[config.mk]
export PLATFORM = sky130hd
export DESIGN_NAME = ring_deque_message_store_flat
export DESIGN_NICKNAME = d
export VERILOG_FILES = /design/src/hdl/rdq_pkg.sv /design/src/hdl/rdq_if.sv /design/src/hdl/rdq_ram.sv /design/src/hdl/ring_deque_message_store.sv /design/src/flat_wrapper.sv
export SDC_FILE = /design/constraint.sdc
export NUM_CORES = 1
export LEC_CHECK = 0
export BUFFER_PORTS_ARGS = -buffer_cell sky130_fd_sc_hd__buf_2
export CAP_MARGIN = 20
export CORE_MARGIN = 2
export CORE_UTILIZATION = 55
export DETAILED_ROUTE_END_ITERATION = 12
export PLACE_DENSITY = 0.7
export SLEW_MARGIN = 20
export SYNTH_ARGS = -nofsm -noshare
export SYNTH_HDL_FRONTEND = slang
export SYNTH_SLANG_ARGS = --single-unit
[constraint.sdc]
create_clock -name clk -period 14.8 [get_ports clk]
set_clock_uncertainty 0.1 [all_clocks]
set_input_delay 0.74 -clock clk [delete_from_list [all_inputs] [get_ports clk]]
set_output_delay 0.74 -clock clk [all_outputs]
set_load 0.02 [all_outputs]
[src/hdl/rdq_pkg.sv]
// rdq_pkg: shared constants, codes and helpers for the ring deque message store
// no dependencies; compile first

package rdq_pkg;

    localparam int DEPTH_DEF      = 16;
    localparam int SLOT_BYTES_DEF = 8;

    localparam int DATA_W  = 64;
    localparam int SIZE_W  = 8;
    localparam int CNT_W   = 5;
    localparam int LEN_W   = 4;
    localparam int REQ_W   = 2;
    localparam int STAT_W  = 2;
    localparam int CIDX_W  = 2;
    localparam int CDATA_W = 5;

    // request codes
    localparam logic [REQ_W-1:0] REQ_PUSH_BACK  = 2'd0;
    localparam logic [REQ_W-1:0] REQ_PUSH_FRONT = 2'd1;
    localparam logic [REQ_W-1:0] REQ_POP_FRONT  = 2'd2;
    localparam logic [REQ_W-1:0] REQ_POP_BACK   = 2'd3;

    // status codes
    localparam logic [STAT_W-1:0] ST_OK       = 2'd0;
    localparam logic [STAT_W-1:0] ST_TOO_LONG = 2'd1;
    localparam logic [STAT_W-1:0] ST_FULL     = 2'd2;
    localparam logic [STAT_W-1:0] ST_EMPTY    = 2'd3;

    // configuration register indexes
    localparam logic [CIDX_W-1:0] CFG_CAPACITY      = 2'd0;
    localparam logic [CIDX_W-1:0] CFG_ELEMENT_BYTES = 2'd1;

    typedef logic [DATA_W-1:0] data_t;

    // keeps the low nbytes bytes, nbytes of 8 or more keeps all
    function automatic data_t byte_mask(input logic [LEN_W-1:0] nbytes);
        data_t m;
        m = '0;
        for (int b = 0; b < DATA_W / 8; b++)
        begin
            if (LEN_W'(b) < nbytes)
            begin
                m[8*b +: 8] = 8'hFF;
            end
        end
        return m;
    endfunction

endpackage

[src/hdl/rdq_if.sv]
// rdq_if: valid/ready channels of the ring deque message store (request, response, config)
// depends on rdq_pkg

interface rdq_req_if;
    import rdq_pkg::*;
    logic                valid;
    logic                ready;
    logic [REQ_W-1:0]    req_type;
    logic [DATA_W-1:0]   msg_data;
    logic [SIZE_W-1:0]   msg_size;
    modport source (output valid, output req_type, output msg_data, output msg_size,
                    input ready);
    modport sink (input valid, input req_type, input msg_data, input msg_size,
                  output ready);
endinterface

interface rdq_rsp_if;
    import rdq_pkg::*;
    logic                valid;
    logic                ready;
    logic [STAT_W-1:0]   status;
    logic [DATA_W-1:0]   out_data;
    logic [CNT_W-1:0]    occupancy;
    modport source (output valid, output status, output out_data, output occupancy,
                    input ready);
    modport sink (input valid, input status, input out_data, input occupancy,
                  output ready);
endinterface

interface rdq_cfg_if;
    import rdq_pkg::*;
    logic                valid;
    logic                ready;
    logic [CIDX_W-1:0]   index;
    logic [CDATA_W-1:0]  data;
    modport source (output valid, output index, output data, input ready);
    modport sink (input valid, input index, input data, output ready);
endinterface

[src/hdl/rdq_ram.sv]
// rdq_ram: generic single-write, single-read synchronous RAM with registered read
// no dependencies

module rdq_ram #(
    parameter int WIDTH = 64,
    parameter int DEPTH = 16
) (
    input  logic                     clk,
    input  logic                     we,
    input  logic [$clog2(DEPTH)-1:0] waddr,
    input  logic [WIDTH-1:0]         wdata,
    input  logic                     re,
    input  logic [$clog2(DEPTH)-1:0] raddr,
    output logic [WIDTH-1:0]         rdata
);

    logic [WIDTH-1:0] mem [DEPTH];

    always_ff @(posedge clk)
    begin
        if (we)
        begin
            mem[waddr] <= wdata;
        end
        if (re)
        begin
            rdata <= mem[raddr];
        end
    end

endmodule

[src/hdl/ring_deque_message_store.sv]
// ring_deque_message_store: fixed-slot circular double-ended message queue
// depends on rdq_pkg, rdq_if (channels) and rdq_ram (slot memory)

// One request at a time: a push, or any request rejected for size, full or
// empty, is answered the cycle after it is accepted; a successful pop first
// reads the slot RAM and fills the response register in S_READ. The response
// sits in an output register, so a new request is taken in the same cycle the
// previous response is consumed. Slots hold no reset value and need no
// clearing pass; indices and the fill count clear on reset. Capacity 0 acts
// as 1, capacity above DEPTH acts as DEPTH, element length above SLOT_BYTES
// acts as SLOT_BYTES. Config writes are always taken and should land while idle.

module ring_deque_message_store #(
    parameter int DEPTH      = rdq_pkg::DEPTH_DEF,
    parameter int SLOT_BYTES = rdq_pkg::SLOT_BYTES_DEF
) (
    input  logic       clk,
    input  logic       rst_n,
    rdq_req_if.sink    req,
    rdq_rsp_if.source  rsp,
    rdq_cfg_if.sink    cfg
);
    import rdq_pkg::*;

    localparam int IDX_W   = $clog2(DEPTH);
    localparam int SLOT_W  = 8 * SLOT_BYTES;
    localparam int CAP_MAX = (DEPTH < 31) ? DEPTH : 31;
    localparam int CMP_W   = ((IDX_W > CNT_W) ? IDX_W : CNT_W) + 1;
    localparam logic [CNT_W-1:0] CAP_LIM  = CAP_MAX[CNT_W-1:0];
    localparam logic [LEN_W-1:0] LEN_LIM  = LEN_W'(SLOT_BYTES);

    localparam logic S_IDLE = 1'b0;
    localparam logic S_READ = 1'b1;

    logic               state_reg, state_next;
    logic [CNT_W-1:0]   cap_reg;
    logic [LEN_W-1:0]   elem_reg;
    logic [IDX_W-1:0]   head_reg, head_next;
    logic [IDX_W-1:0]   tail_reg, tail_next;
    logic [CNT_W-1:0]   fill_reg, fill_next;
    logic [LEN_W-1:0]   size_reg, size_next;

    logic               rsp_valid_reg, rsp_valid_next;
    logic [STAT_W-1:0]  status_reg, status_next;
    data_t              data_reg, data_next;
    logic [CNT_W-1:0]   occ_reg, occ_next;

    logic [CNT_W-1:0]   eff_cap;
    logic [LEN_W-1:0]   eff_len;
    logic [CMP_W-1:0]   head_p1, tail_p1;
    logic [IDX_W-1:0]   head_inc, head_dec, tail_inc, tail_dec, cap_last;
    logic               accept, too_long, is_push, full, empty;

    logic               ram_we, ram_re;
    logic [IDX_W-1:0]   ram_waddr, ram_raddr;
    logic [SLOT_W-1:0]  ram_wdata, ram_rdata;

    // ---------------------------------------------------------------- config
    assign cfg.ready = 1'b1;

    always_ff @(posedge clk or negedge rst_n)
    begin
        if (!rst_n)
        begin
            cap_reg  <= CNT_W'(16);
            elem_reg <= LEN_W'(8);
        end
        else if (cfg.valid)
        begin
            case (cfg.index)
                CFG_CAPACITY:      cap_reg  <= cfg.data[CNT_W-1:0];
                CFG_ELEMENT_BYTES: elem_reg <= cfg.data[LEN_W-1:0];
                default:           ;
            endcase
        end
    end

    always_comb
    begin
        if (cap_reg == '0)
            eff_cap = CNT_W'(1);
        else if (cap_reg > CAP_LIM)
            eff_cap = CAP_LIM;
        else
            eff_cap = cap_reg;
        eff_len = (elem_reg > LEN_LIM) ? LEN_LIM : elem_reg;
    end

    // ---------------------------------------------------------------- index math
    assign cap_last = IDX_W'(eff_cap - CNT_W'(1));
    assign head_p1  = CMP_W'(head_reg) + CMP_W'(1);
    assign tail_p1  = CMP_W'(tail_reg) + CMP_W'(1);
    assign head_inc = (head_p1 >= CMP_W'(eff_cap)) ? '0 : head_p1[IDX_W-1:0];
    assign tail_inc = (tail_p1 >= CMP_W'(eff_cap)) ? '0 : tail_p1[IDX_W-1:0];
    // an index left beyond a shrunk capacity also wraps to the last slot
    assign head_dec = (head_reg == '0 || CMP_W'(head_reg) > CMP_W'(eff_cap))
                      ? cap_last : head_reg - IDX_W'(1);
    assign tail_dec = (tail_reg == '0 || CMP_W'(tail_reg) > CMP_W'(eff_cap))
                      ? cap_last : tail_reg - IDX_W'(1);

    // ---------------------------------------------------------------- request
    assign req.ready = (state_reg == S_IDLE) && (!rsp_valid_reg || rsp.ready);
    assign accept    = req.valid && req.ready;
    assign too_long  = req.msg_size > SIZE_W'(eff_len);
    assign is_push   = (req.req_type == REQ_PUSH_BACK) || (req.req_type == REQ_PUSH_FRONT);
    assign full      = fill_reg >= eff_cap;
    assign empty     = fill_reg == '0;

    always_comb
    begin
        state_next     = state_reg;
        head_next      = head_reg;
        tail_next      = tail_reg;
        fill_next      = fill_reg;
        size_next      = size_reg;
        rsp_valid_next = rsp_valid_reg && !rsp.ready;
        status_next    = status_reg;
        data_next      = data_reg;
        occ_next       = occ_reg;
        ram_we         = 1'b0;
        ram_re         = 1'b0;
        ram_waddr      = tail_reg;
        ram_raddr      = head_reg;
        ram_wdata      = SLOT_W'(req.msg_data & byte_mask(req.msg_size[LEN_W-1:0]));

        case (state_reg)
            S_IDLE:
            begin
                if (accept)
                begin
                    rsp_valid_next = 1'b1;
                    data_next      = '0;
                    occ_next       = fill_reg;
                    size_next      = req.msg_size[LEN_W-1:0];
                    if (too_long)
                    begin
                        status_next = ST_TOO_LONG;
                    end
                    else if (is_push)
                    begin
                        if (full)
                        begin
                            status_next = ST_FULL;
                        end
                        else
                        begin
                            status_next = ST_OK;
                            ram_we      = 1'b1;
                            fill_next   = fill_reg + CNT_W'(1);
                            occ_next    = fill_next;
                            if (req.req_type == REQ_PUSH_BACK)
                            begin
                                ram_waddr = tail_reg;
                                tail_next = tail_inc;
                            end
                            else
                            begin
                                ram_waddr = head_dec;
                                head_next = head_dec;
                            end
                        end
                    end
                    else if (empty)
                    begin
                        status_next = ST_EMPTY;
                    end
                    else
                    begin
                        // successful pop: response loads after the slot read
                        rsp_valid_next = 1'b0;
                        status_next    = ST_OK;
                        ram_re         = 1'b1;
                        fill_next      = fill_reg - CNT_W'(1);
                        state_next     = S_READ;
                        if (req.req_type == REQ_POP_FRONT)
                        begin
                            ram_raddr = head_reg;
                            head_next = head_inc;
                        end
                        else
                        begin
                            ram_raddr = tail_dec;
                            tail_next = tail_dec;
                        end
                    end
                end
            end
            S_READ:
            begin
                rsp_valid_next = 1'b1;
                data_next      = DATA_W'(ram_rdata) & byte_mask(size_reg);
                occ_next       = fill_reg;
                state_next     = S_IDLE;
            end
            default:
            begin
                state_next = S_IDLE;
            end
        endcase
    end

    always_ff @(posedge clk or negedge rst_n)
    begin
        if (!rst_n)
        begin
            state_reg     <= S_IDLE;
            head_reg      <= '0;
            tail_reg      <= '0;
            fill_reg      <= '0;
            rsp_valid_reg <= 1'b0;
        end
        else
        begin
            state_reg     <= state_next;
            head_reg      <= head_next;
            tail_reg      <= tail_next;
            fill_reg      <= fill_next;
            rsp_valid_reg <= rsp_valid_next;
        end
    end

    always_ff @(posedge clk)
    begin
        size_reg   <= size_next;
        status_reg <= status_next;
        data_reg   <= data_next;
        occ_reg    <= occ_next;
    end

    rdq_ram #(
        .WIDTH (SLOT_W),
        .DEPTH (DEPTH)
    ) u_slot_ram (
        .clk   (clk),
        .we    (ram_we),
        .waddr (ram_waddr),
        .wdata (ram_wdata),
        .re    (ram_re),
        .raddr (ram_raddr),
        .rdata (ram_rdata)
    );

    assign rsp.valid     = rsp_valid_reg;
    assign rsp.status    = status_reg;
    assign rsp.out_data  = data_reg;
    assign rsp.occupancy = occ_reg;

    // ---------------------------------------------------------------- checks
    a_fill_bounded: assert property (@(posedge clk) disable iff (!rst_n)
        fill_reg <= CAP_LIM)
        else $error("fill count above largest capacity");

    a_read_slot_free: assert property (@(posedge clk) disable iff (!rst_n)
        state_reg == S_READ |-> !rsp_valid_reg)
        else $error("pop read pending while response register busy");

    a_reject_no_data: assert property (@(posedge clk) disable iff (!rst_n)
        rsp_valid_reg && status_reg != ST_OK |-> data_reg == '0)
        else $error("rejected request returned data");

    a_pop_count: assert property (@(posedge clk) disable iff (!rst_n)
        state_reg == S_READ |-> fill_reg == $past(fill_reg) - CNT_W'(1))
        else $error("pop did not lower fill count by one");

endmodule

[src/flat_wrapper.sv]
// flat-port wrapper written by rule: the top's interface ports become plain ports
module ring_deque_message_store_flat import rdq_pkg::*;
#(
    parameter int DEPTH      = rdq_pkg::DEPTH_DEF,
    parameter int SLOT_BYTES = rdq_pkg::SLOT_BYTES_DEF
)
  (clk, rst_n, req_valid, req_req_type, req_msg_data, req_msg_size, req_ready, rsp_valid, rsp_status, rsp_out_data, rsp_occupancy, rsp_ready, cfg_valid, cfg_index, cfg_data, cfg_ready);
  rdq_req_if req_i ();
  rdq_rsp_if rsp_i ();
  rdq_cfg_if cfg_i ();
  input  logic clk;
  input  logic rst_n;
  input wire logic [$bits(req_i.valid)-1:0] req_valid;
  input wire logic [$bits(req_i.req_type)-1:0] req_req_type;
  input wire logic [$bits(req_i.msg_data)-1:0] req_msg_data;
  input wire logic [$bits(req_i.msg_size)-1:0] req_msg_size;
  output wire logic [$bits(req_i.ready)-1:0] req_ready;
  output wire logic [$bits(rsp_i.valid)-1:0] rsp_valid;
  output wire logic [$bits(rsp_i.status)-1:0] rsp_status;
  output wire logic [$bits(rsp_i.out_data)-1:0] rsp_out_data;
  output wire logic [$bits(rsp_i.occupancy)-1:0] rsp_occupancy;
  input wire logic [$bits(rsp_i.ready)-1:0] rsp_ready;
  input wire logic [$bits(cfg_i.valid)-1:0] cfg_valid;
  input wire logic [$bits(cfg_i.index)-1:0] cfg_index;
  input wire logic [$bits(cfg_i.data)-1:0] cfg_data;
  output wire logic [$bits(cfg_i.ready)-1:0] cfg_ready;
  assign req_i.valid = req_valid;
  assign req_i.req_type = req_req_type;
  assign req_i.msg_data = req_msg_data;
  assign req_i.msg_size = req_msg_size;
  assign req_ready = req_i.ready;
  assign rsp_valid = rsp_i.valid;
  assign rsp_status = rsp_i.status;
  assign rsp_out_data = rsp_i.out_data;
  assign rsp_occupancy = rsp_i.occupancy;
  assign rsp_i.ready = rsp_ready;
  assign cfg_i.valid = cfg_valid;
  assign cfg_i.index = cfg_index;
  assign cfg_i.data = cfg_data;
  assign cfg_ready = cfg_i.ready;
  ring_deque_message_store #(.DEPTH(DEPTH), .SLOT_BYTES(SLOT_BYTES)) u_core (.clk(clk), .rst_n(rst_n), .req(req_i), .rsp(rsp_i), .cfg(cfg_i));
endmodule
# == Word-level counts from Yosys, hierarchy flattened ==
# Memories as Yosys holds them, arrays and structs flattened. A register that Yosys moved wholly into a read port is not among the register bits.
# Index checks and enable logic that the tools add are counted.
# W data, S select, Z words.
# word_totals
reg_bits,99
latch_bits,0
mem_bits_rw,1024
mem_bits_ro,0
inputBits,86
out_inout_bits,74
word_cells,161
memories,1
# memory_table
memory,depth,width,rd,rd_clocked_by_memory_dff,write_ports,line_no,text
u_core.u_slot_ram.mem,16,64,1,1,1,rdq_ram.sv:17,logic [WIDTH-1:0] mem [DEPTH];
# classes
addsub,7
mul,0
div,0
order_cmp,24
eq_ne,9
shift,0
n_mux,83
bitwise_logic,4
n_reduce_logical,22
# ops
cell,count
$mux W8,24
$and A64 B64 Y64,2
$pmux W64 S2,1
$mux W4,27
$mux W64,1
$mux W5,8
$lt A3 B4 Y1 const A,8
$lt A1 B4 Y1 const A,4
$lt A2 B4 Y1 const A,4
$mux W1,16
$ge A5 B5 Y1,3
$reduce_and A7 Y1,2
$sub A4 B1 Y4 const B,3
$add A4 B1 Y5 const B,2
$gt A4 B5 Y1,2
$logic_not A5 Y1,2
$pmux W5 S2,1
$gt A8 B4 Y1,1
$logic_not A4 Y1,2
$mux W2,3
$ne A2 B1 Y1 const B,3
$ne A2 B2 Y1 const B,3
$reduce_and A2 Y1,3
$add A5 B1 Y5 const B,1
13 further kinds,23

# == Longest topological paths before layout ==
# depth
depth_word,12
mapped_depth,15
depth_no_buf,11

# == Modules after synthesis ==
# Synthesis repeated with hierarchy kept, for this count alone.
# hier_totals
cells_unflattened,2186
area_unflattened_um2,46144.3
# modules_own_cells
mod,instances,cells_each,area_per_inst_um2,seq_area_each_um2
rdq_ram,1,1647,40222.3,32671.3
ring_deque_message_store,1,539,5921.9,2855.2

# == Worst setup path after synthesis ==
# OpenSTA, ideal clock, no wires.
# synth_path
path_kind,register -> register
startpoint,register u_core.cap_reg[4]
endpoint,memory u_core.u_slot_ram.mem[0][0] (enable)
setup_time_ns,0.565
arrival_time_ns,7.365
required_ns,14.135
setup_slack_ns,6.771
path_stages_with_launch,13
n_path_buf,1
synth_period_minus_slack_ns,8.029
path_cell_list,dfstp_2 inv_1 o21a_1 ha_1 nand2b_1 a21o_1 a21o_1 a21o_1 a21oi_1 and4_1 buf_2 mux2_1 nor3_1
# synth_between
elab_chain_len,12
word_cells_on_any_way,22
classes_between,add/sub: 1; order compare: 3; mux: 16; reduce/logical: 2
# synth_lines
item,line_no,text
"start, declared",ring_deque_message_store.sv:36,logic [CNT_W-1:0] cap_reg;
"start signal, assigned",ring_deque_message_store.sv:71,CFG_CAPACITY: cap_reg <= cfg.data[CNT_W-1:0];
$gt A5 B5 Y1,ring_deque_message_store.sv:82,else if (cap_reg > CAP_LIM)
$mux W5,ring_deque_message_store.sv:82,
$mux W5 (*),ring_deque_message_store.sv:80,if (cap_reg == '0)
$gt A4 B5 Y1,ring_deque_message_store.sv:96,assign head_dec = (head_reg == '0 || CMP_W'(head_reg) > CMP_W'(eff_cap))
$logic_or A1 B1 Y1,ring_deque_message_store.sv:96,
$mux W4,ring_deque_message_store.sv:97,? cap_last : head_reg - IDX_W'(1);
$mux W4,ring_deque_message_store.sv:151,if (req.req_type == REQ_PUSH_BACK)
$mux W4,ring_deque_message_store.sv:141,if (full)
$mux W4,ring_deque_message_store.sv:139,else if (is_push)
$mux W4,ring_deque_message_store.sv:135,if (too_long)
$mux W4,ring_deque_message_store.sv:129,if (accept)
$mux W4,ring_deque_message_store.sv:126,case (state_reg)
"end, declared",rdq_ram.sv:17,
# Every way passes the cells marked *; elsewhere a longest branch is shown, timed or not.

# == Final worst setup path ==
# layout_path
startpoint,register u_core.cap_reg[4]
endpoint,register u_core.u_slot_ram.rdata[23] (read register of u_core.u_slot_ram.mem) (data pin)
# layout_between
elab_chain_len,12
word_cells_on_any_way,14
classes_between,add/sub: 1; order compare: 2; mux: 9; reduce/logical: 2
# layout_lines
item,line_no,text
$gt A5 B5 Y1,ring_deque_message_store.sv:82,
$mux W5,ring_deque_message_store.sv:82,
$mux W5 (*),ring_deque_message_store.sv:80,
$gt A4 B5 Y1,ring_deque_message_store.sv:98,assign tail_dec = (tail_reg == '0 || CMP_W'(tail_reg) > CMP_W'(eff_cap))
$logic_or A1 B1 Y1,ring_deque_message_store.sv:98,
$mux W4 (*),ring_deque_message_store.sv:99,? cap_last : tail_reg - IDX_W'(1);
$mux W4 (*),ring_deque_message_store.sv:175,if (req.req_type == REQ_POP_FRONT)
$mux W4 (*),ring_deque_message_store.sv:163,else if (empty)
$mux W4 (*),ring_deque_message_store.sv:139,
$mux W4 (*),ring_deque_message_store.sv:135,
$mux W4 (*),ring_deque_message_store.sv:129,
$mux W4 (*),ring_deque_message_store.sv:126,
"end, declared",rdq_ram.sv:14,output logic [WIDTH-1:0] rdata
# Marks and branches as above.
# A chain may end at the register's enable or synchronous reset.

==> reports/results.tsv <==
stage	metric	value	unit
worst_setup_path	startpoint	u_core.cap_reg[4]$_DFFE_PN1P_	
logic_synthesis	synth-main-ff-cell	edfxtp_1	
logic_synthesis	synth-seq-area-share	0.684	
power_and_ir_drop	powerDensity	143	nW/um^2
finish	stdcell_area	57600	sq um
flow_run	cap_violations	0	
global_route	grt_use_total	0.286	
logic_synthesis	synth_nets	3924	
clock_tree	worstSkewPairLatency	0.71	ns
finish	layout-drive-gt1-share	0.137	
routing	vias	34200	
routing	wl_per_cell	27.2	microns
worst_setup_path	slowest_stage	buf_4	
logic_synthesis	syn-mean-instance-area	13.7	sq um
worst_setup_path	start_kind	flop	
clock_tree	cts_setup_buffers	0	
power_and_ir_drop	clkPwrFrac	0.368	
worst_setup_path	crit_path_end	u_core.u_slot_ram.rdata[23]$_DFFE_PP_	
worst_setup_path	worstSetupEndpointType	flop	
routing	drcViolationCount	0	
worst_setup_path	crit_chain	inv_1 > o21a_1 > ha_1 > a41o_1 > and2_4 > nor3_4 > buf_4 > or3_4 > and2_4 > buf_4 > buf_4 > a21oi_1 > a211oi_1 > a211o_1	
clock_tree	cts_buffers	119	
global_route	antenna_found_initial	5	
power_and_ir_drop	p_int	5.94	mW
sta	hold_viol	0	
worst_setup_path	crit_path_max_fanout	71	
worst_setup_path	cp.required	15.29	ns
hold_path	hp-class	in -> reg	
floorplanning	ios	160	
logic_synthesis	synth_edf_count	1163	
power_and_ir_drop	p_leak	19.8	nW
power_and_ir_drop	irDropWorstVdd	0.106	mV
sta	tns	0	ns
power_and_ir_drop	seq_power_share	0.460	
worst_setup_path	reg2reg_depth	14	
logic_synthesis	synth_area_leaders	edfxtp_1 (67%), a211oi_1 (3.0%), and3_1 (2.4%), and2_1 (2.3%), nor2b_1 (2.3%)	
clock_tree	cts-htree-levels	3	
finish	final_cells	5190	
clock_tree	clockBufferDepth	3	
global_route	grt_pass1_wl	209000	microns
sta	rsz0062_at_grt	false	
logic_synthesis	syn_inst	3799	
routing	wl	141000	microns
finish	area_delta_synth_final	10.9	%
placement	placed_area	53700	sq um
worst_setup_path	rr_startpoint	u_core.cap_reg[4]$_DFFE_PN1P_	
power_and_ir_drop	switching_share	0.281	
power_and_ir_drop	p_switching	2.32	mW
floorplanning	die_area	97000	sq um
clock_tree	clock_sinks	1187	
global_route	grt_pass1_vias	33200	
worst_setup_path	rr_endpoint	u_core.u_slot_ram.rdata[23]$_DFFE_PP_	
clock_tree	cts-resized-gates	0	
floorplanning	die_height	311	microns
placement	dp_hpwl	70700	microns
sta	worstMarginPinSlew	1.20	ns
routing	drtIter0Drc	4039	
outcome	status	finished, final reports clean	
logic_synthesis	yosysTopAreaCellShare	0.672	
floorplanning	coreArea	93500	sq um
global_route	grt_max_degree	210	
routing	dr.pass1.iters	6	
sta	final-setup-viol-count	0	
sta	fmax	149	MHz
routing	vias_per_cell	6.59	
placement	place.port_buffers	158	
clock_tree	cts_tree	built	
logic_synthesis	ys_ff_latch	1187	
clock_tree	root_buffer	clkbuf_16	
sta	drv_slew	0	
worst_setup_path	crit_top_cell	buf_4	
logic_synthesis	synth_area_leader_cell	edfxtp_1	
global_route	grt-ovfl-total	0	
placement	place_inst	4963	
worst_setup_path	cp.arrival	7.20	ns
logic_synthesis	synthArstFlopShare	0.0202	
power_and_ir_drop	p_total	8.26	mW
floorplanning	rows	112	
worst_setup_path	rrSetupSlack	8.09	ns
worst_setup_path	slowest_delay	0.83	ns
placement	gp_congestion	0.798	
sta	fin_crit_sh	0.453	
sta	holdWs	0.184	ns
clock_tree	clkTransAtPathRegs	0.07	ns
sta	min_period	6.71	ns
logic_synthesis	ys_warn_count	0	
routing	ant_nets	0	
logic_synthesis	synth.distinct_cells	70	
floorplanning	start_util	0.556	
sta	slew_headroom	0.200	
floorplanning	fp.dieW	311	microns
finish	top_register	u_core.u_slot_ram.mem	
finish	fin_nets	3957	
power_and_ir_drop	combPwrFrac	0.172	
worst_setup_path	critPathKind	reg -> reg	
logic_synthesis	synth.cell_area	52000	sq um
finish	largest_register_ffs	1024	
layout by cell type (no fill, tap or decap), types with 6 or more instances in the layout:
cell,instances
nand2_1,276
bufinv_16,13
clkbuf_1,13
clkinv_1,30
a211o_1,64
nand3_1,138
mux2_2,15
nor3_1,12
a211oi_2,53
nor2b_1,187
xnor2_1,9
inv_6,7
nand4_1,129
nor3_2,18
clkinv_4,8
inv_1,20
o21ai_1,20
a21o_1,6
and3_1,202
ha_1,39
a32oi_1,64
and2_1,192
o211ai_1,129
edfxtp_1,1163
dfrtp_1,21
mux2i_1,69
o21ai_0,123
nor2_1,18
a211oi_1,207
clkbuf_16,120
a21oi_1,146
a31oi_1,6
o21a_1,9
clkinvlp_4,12
clkinv_2,16
buf_2,158
o32ai_1,64
xor2_1,6
buf_4,74
final cells by class:
cell class | instances | area (sq um)
Antenna cell | 1 | 2.50
Clock buffer | 133 | 3050
Clock inverter | 91 | 897
Fill cell | 7005 | 35800
Inverter | 20 | 75.1
Multi-Input combinational cell | 2268 | 15100
Sequential cell | 1187 | 35500
Tap cell | 1254 | 1570
Timing Repair Buffer | 236 | 1420
kinds of logic (layout without fill, tap and decap cells):
group,after synthesis,count (layout),share of synthesized area
AND/OR/NAND/NOR,1213,1213,0.129
flip-flops,1187,1187,0.684
AO/OA/AOI/OAI,915,915,0.128
buffers and inverters,344,480,0.0310
multiplexers,85,85,0.0168
adder cells (fa/ha/maj),39,39,0.00939
XOR/XNOR,15,15,0.00253
other,1,2,0.0000721
critical path: cells and delay by family, from the launching register on:
kind | cells | cell delay, ns
AO/OA/AOI/OAI | 5 | 1.24
buffers and inverters | 4 | 2.42
AND/OR/NAND/NOR | 4 | 1.76
adder cells (fa/ha/maj) | 1 | 0.34
flip-flops | 1 | 0.58
worst min-delay path by stage:
stage / from / endpoint / slack (ns) / depth (start not counted)
floorplan: rst_n / u_core.cap_reg[0]$_DFFE_PN0P_ / 0.34 / 0
global placement: u_core.elem_reg[0]$_DFFE_PN0P_ / u_core.elem_reg[0]$_DFFE_PN0P_ / 0.39 / 1
detailed placement: u_core.elem_reg[0]$_DFFE_PN0P_ / u_core.elem_reg[0]$_DFFE_PN0P_ / 0.40 / 1
CTS: cfg_data[2] / u_core.cap_reg[2]$_DFFE_PN0P_ / 0.15 / 2
global route: cfg_data[2] / u_core.cap_reg[2]$_DFFE_PN0P_ / 0.17 / 2
finish: cfg_data[2] / u_core.cap_reg[2]$_DFFE_PN0P_ / 0.18 / 2
what timing repair did:
action,in CTS,in global routing
setup endpoints to repair,0,0
endpoints found under the hold margin,22,0
hold buffers,1,0
metal layers:
layer,GRT usage,vias to the layer above,share of wire
li1,-,14900,-
met1,0.401,17200,0.41
met2,0.449,1772,0.46
met3,0.0461,298,0.094
met4,0.112,2,0.035
met5,0,-,0.000092
metrics by stage:
step	setup WS, ns	util
after CTS	8.17	0.617
after detailed placement	8.24	0.574
final	8.09	0.617
after global routing	7.78	0.617
after floorplan	6.77	-
after global placement	8.36	0.574
power by group through the flow:
stage               combinational, mW  sequential (mW)  clock (mW)
floorplan                        1.02             3.86           0
global placement                 1.37             3.87           0
detailed placement               1.39             3.87           0
CTS                              1.40             3.80        3.06
global route                     1.54             3.80        3.20
finish                           1.42             3.80        3.04
cell usage after synthesis, drive strengths merged (6+ instances only):
cell type and count:
dfrtp 22, xnor2 9, a211o 64, buf 122, xor2 6, clkbuf 202
and2 194, nand2 279, mux2 16, and3 202, nor2b 190, o211ai 129
mux2i 69, nand3 139, a21oi 150, inv 20, o32ai 64, a21o 7
a211oi 261, o21ai 144, nand2b 7, a31oi 6, a32oi 64, nor3 31
edfxtp 1163, nand4 130, nor2 21, ha 39, o21a 9
No activity file was read; power rests on OpenSTA's default activity.
